===== src/rtl/core/dmarg_pkg.sv =====
// shared types and constants for the distribution marginalizer
// no dependencies; used by dmarg_ctrl, dmarg_datapath and the top level
`default_nettype none

package dmarg_pkg;

    // field widths of one input item and one result item
    localparam int OPCODE_W = 1;
    localparam int SRC_IDX_W = 16;
    localparam int PROB_W = 32;
    localparam int BIN_NUM_W = 10;
    localparam int BIN_VAL_W = 36;

    // packed tdata layout, lowest field first
    localparam int OPCODE_LSB = 0;
    localparam int SRC_IDX_LSB = OPCODE_LSB + OPCODE_W;
    localparam int PROB_LSB = SRC_IDX_LSB + SRC_IDX_W;
    localparam int BIN_NUM_LSB = PROB_LSB + PROB_W;
    localparam int S_TDATA_W = 64;
    localparam int M_TDATA_W = 40;

    // configuration registers
    localparam int SEL_FIELD_W = 4;
    localparam int SEL_FIELDS = 10;
    localparam int BIT_SELECT_W = SEL_FIELD_W * SEL_FIELDS;
    localparam int KEPT_COUNT_W = 4;
    localparam int CFG_DATA_W = BIT_SELECT_W;
    localparam int CFG_INDEX_W = 1;

    localparam logic [CFG_INDEX_W-1:0] CFG_BIT_SELECT = 1'b0;
    localparam logic [CFG_INDEX_W-1:0] CFG_KEPT_COUNT = 1'b1;

    // item opcodes
    localparam logic [OPCODE_W-1:0] OP_ACCUMULATE = 1'b0;
    localparam logic [OPCODE_W-1:0] OP_READ_CLEAR = 1'b1;

    typedef enum logic [1:0] {
        ST_CLEAR,
        ST_IDLE,
        ST_UPDATE
    } dmarg_state_t;

    // controller to datapath
    typedef struct packed {
        logic load;      // take the input item, start the bin read
        logic clear_wr;  // write zero at the clear counter
        logic commit;    // write back the updated bin
        logic out_load;  // move the bin content into the output register
    } dmarg_cmd_t;

    // datapath to controller
    typedef struct packed {
        logic op_read;   // held item is a read and clear
        logic out_free;  // output register can take a result this cycle
        logic clr_last;  // clear counter is at the last bin
    } dmarg_sts_t;

endpackage

`default_nettype wire


===== src/rtl/core/dmarg_ctrl.sv =====
// controller for the distribution marginalizer: clear sweep and item sequencing
// depends on dmarg_pkg
`default_nettype none

module dmarg_ctrl (
    input  wire logic                  aclk,
    input  wire logic                  aresetn,
    input  wire logic                  s_tvalid,
    output logic                       s_tready,
    input  wire dmarg_pkg::dmarg_sts_t sts,
    output dmarg_pkg::dmarg_cmd_t      cmd
);

    dmarg_pkg::dmarg_state_t state_reg;
    dmarg_pkg::dmarg_state_t state_next;

    // state register
    always_ff @(posedge aclk) begin
        if (!aresetn) begin
            state_reg <= dmarg_pkg::ST_CLEAR;
        end else begin
            state_reg <= state_next;
        end
    end

    // next state and commands
    always_comb begin
        state_next = state_reg;
        cmd = '0;
        s_tready = 1'b0;
        case (state_reg)
            dmarg_pkg::ST_CLEAR: begin
                cmd.clear_wr = 1'b1;
                if (sts.clr_last) begin
                    state_next = dmarg_pkg::ST_IDLE;
                end
            end
            dmarg_pkg::ST_IDLE: begin
                s_tready = 1'b1;
                if (s_tvalid) begin
                    cmd.load = 1'b1;
                    state_next = dmarg_pkg::ST_UPDATE;
                end
            end
            dmarg_pkg::ST_UPDATE: begin
                // a read waits here until the output register has room
                if (!sts.op_read) begin
                    cmd.commit = 1'b1;
                    state_next = dmarg_pkg::ST_IDLE;
                end else if (sts.out_free) begin
                    cmd.commit = 1'b1;
                    cmd.out_load = 1'b1;
                    state_next = dmarg_pkg::ST_IDLE;
                end
            end
            default: begin
                state_next = dmarg_pkg::ST_CLEAR;
            end
        endcase
    end

endmodule

`default_nettype wire


===== config.mk =====
export PLATFORM = sky130hd
export DESIGN_NAME = dmarg_ctrl
export DESIGN_NICKNAME = d
export VERILOG_FILES = /design/src/rtl/core/dmarg_pkg.sv /design/src/rtl/core/dmarg_ctrl.sv
export SDC_FILE = /design/constraint.sdc
export NUM_CORES = 1
export LEC_CHECK = 0
export BUFFER_PORTS_ARGS = -buffer_cell sky130_fd_sc_hd__clkbuf_2
export CORE_AREA = 2 2 39 41
export CTS_BUF_LIST = sky130_fd_sc_hd__clkbuf_4
export DETAILED_ROUTE_END_ITERATION = 10
export DIE_AREA = 0 0 41 43
export PLACE_DENSITY = 0.41
export SLEW_MARGIN = 0
export SYNTH_ARGS = -nofsm -noshare
export SYNTH_HDL_FRONTEND = slang
export SYNTH_SLANG_ARGS = --single-unit

===== constraint.sdc =====
create_clock -name aclk -period 1.05 [get_ports aclk]
set_clock_uncertainty 0.1 [all_clocks]
set_input_delay 0.0525 -clock aclk [delete_from_list [all_inputs] [get_ports aclk]]
set_output_delay 0.0525 -clock aclk [all_outputs]
set_load 0.1 [all_outputs]

==> reports/metrics.yaml <==
yosys:
  yosysUniqueCellTypes: 12
  ys_seq_area_share_pct: 27.6
  syn_area_um2: 145
  yosysWarningCount: 0
  synth_nets: 21
  ys_ff_latch: 2
  syn_area_per_cell_um2: 9.68
  synthCells: 15
setup_path:
  worst_ep_arrival_time_ns: 1.06
  critPathKind: "reg -> out"
  crit_start: "state_reg[0]"
  r2r_start: "state_reg[0]"
  regToRegSetupSlack_ns: -0.10
  start_kind: "register"
  cp_max_fo: 6
  r2r_end: "state_reg[1]"
  crit_path_end_kind: "output pin"
  worstPathRequired_ns: 0.90
  rr_worst_depth: 4
floorplanning:
  fp.coreArea_mm2: 0.00138
  initial_core_util_pct: 10.5
  die_area_mm2: 0.00176
  num_rows: 14
  io_pins: 11
  die_h_um: 43
  die_x_um: 41
timing:
  worst_pin_slew_ns: 0.216
  setup_ws_ns: -0.163
  slew_headroom_pct: 85.4
  period_needed_ns: 1.21
  setup_viol: 6
  setup_tns_ns: -0.702
  finalMaxSlewViolations: 0
  fmax_mhz: 824
  rsz0062_at_grt: "true"
  fin_crit_sh_pct: 116
  hold_viol_final: 0
global_route:
  grt_pass1_vias: 206
  grt_start_max_net_pins: 9
  grt_pass1_wl_um: 765
  grt_remaining_overflow: 0
  globalRouteTotalUtil_pct: 7.11
  antenna_found_initial: 0
routing:
  vias: 189
  dr.first_iter.drc_count: 0
  firstDrtPassIters: 1
  wirelength_um: 510
  drc: 0
  ant_nets: 0
  vias_per_cell: 3.86
  drt-wirelength-per-cell_um: 10.4
place:
  gp_congestion: 0.570
  dp_slack_ns: 0.0321
  io_buffer_count: 10
status:
  outcome: "finished, violations left"
  violations: "setup timing"
clock_tree:
  cts_max_path_buffers: 2
  root_buffer: "clkbuf_4"
  insertion_delay_ns: 0.23
  htreeDepth: 1
  cts_made_buffers: 3
  clkSlewWorstSetupHoldPaths_ns: 0.03
  clock-sinks: 2
  cts_tree: "done"
min_path:
  min_path_cells: 3
  hold_start: "sts[0]"
  hold_path.class: "in -> reg"
  min_to: "state_reg[0]"
final_layout:
  nets: 40
  diodes: 0
  final_cell_mix: "clkbuf_2 (5), buf_12 (5), clkbuf_4 (4)"
  drive_above_1_share_pct: 81.8
  largest_register_ffs: 2
  area_growth_pct: 181
power_and_ir_drop:
  irDropWorstVdd_mv: 0.366
  power_density_mw_per_mm2: 1350
  cellLeakagePower_nw: 0.180
job:
  cap_viol_max_count: 0
[cell usage after synthesis]
cell type / n / area [um2]
nor3b_1: 1 / 7.51
nand4bb_1: 1 / 11.3
inv_1: 1 / 3.75
and2b_1: 1 / 7.51
dfxtp_1: 2 / 40.0
and3b_1: 2 / 17.5
nor4bb_1: 1 / 10.0
o41ai_2: 1 / 16.3
and4b_1: 1 / 10.0
o21a_1: 1 / 7.51
nor2b_1: 1 / 6.26
nor2_1: 2 / 7.51
[critical path, stage by stage, from the launching register on]
cell and delay [ns]:
dfxtp_4 0.35, and4b_2 0.30, buf_12 0.18
[power by group]
part | switching [mW] | leakage (nW) | internal (mW)
clock | 0.0528 | 0.0184 | 0.167
sequential | 0.0113 | 0.0178 | 0.0817
combinational | 0.139 | 0.144 | 0.0992
total | 0.204 | 0.180 | 0.348
[layout make-up]
cell class                      count  area [um2]
Clock buffer                        4        30.0
Fill cell                         146         976
Inverter                            1        3.75
Multi-Input combinational cell     12         141
Sequential cell                     2        47.5
Tap cell                           16        20.0
Timing Repair Buffer               14         165
[kinds of logic (layout without fill, tap and decap cells)]
kind of cell    Yosys count  in the layout  share of synthesized area [%]
flops                     2              2                           27.6
simple gates             10             10                           53.5
compound gates            2              2                           16.4
buf+inv                   1             19                           2.58
[per-stage QoR]
step | cells | cell area, um2 | hold WS (ns) | util (%) | power (mW)
after floorplan | 15 | 168 | 0.0696 | - | 0.223
after global placement | 41 | 313 | 0.185 | 22.6 | 0.298
after detailed placement | 41 | 313 | 0.191 | 22.6 | 0.303
after CTS | 48 | 370 | 0.0419 | 26.8 | 0.547
after global routing | 49 | 408 | 0.0541 | 29.5 | 0.580
final | 49 | 408 | 0.0480 | 29.5 | 0.552
[what timing repair did]
action	4_1_cts	5_1_grt
endpoints found under the setup margin	5	7
endpoints found under the hold margin	1	0
pin swaps	1	3
setup buffers	2	1
hold buffers	1	0
resized for setup	1	6
[worst max path at each step]
| stage | cells past startpoint | end |
|---|---|---|
| after floorplan | 1 | cmd[1] |
| after global placement | 2 | cmd[0] |
| after detailed placement | 2 | state_reg[0] |
| after CTS | 2 | cmd[0] |
| after global routing | 2 | cmd[3] |
| final | 2 | cmd[0] |
[metal layers]
layer,global-route usage (%),wire length (um)
met5,0,0
met4,10.0,14
met3,2.09,67
met2,9.06,232
met1,7.35,196
Power figures use the tool's default switching activity.
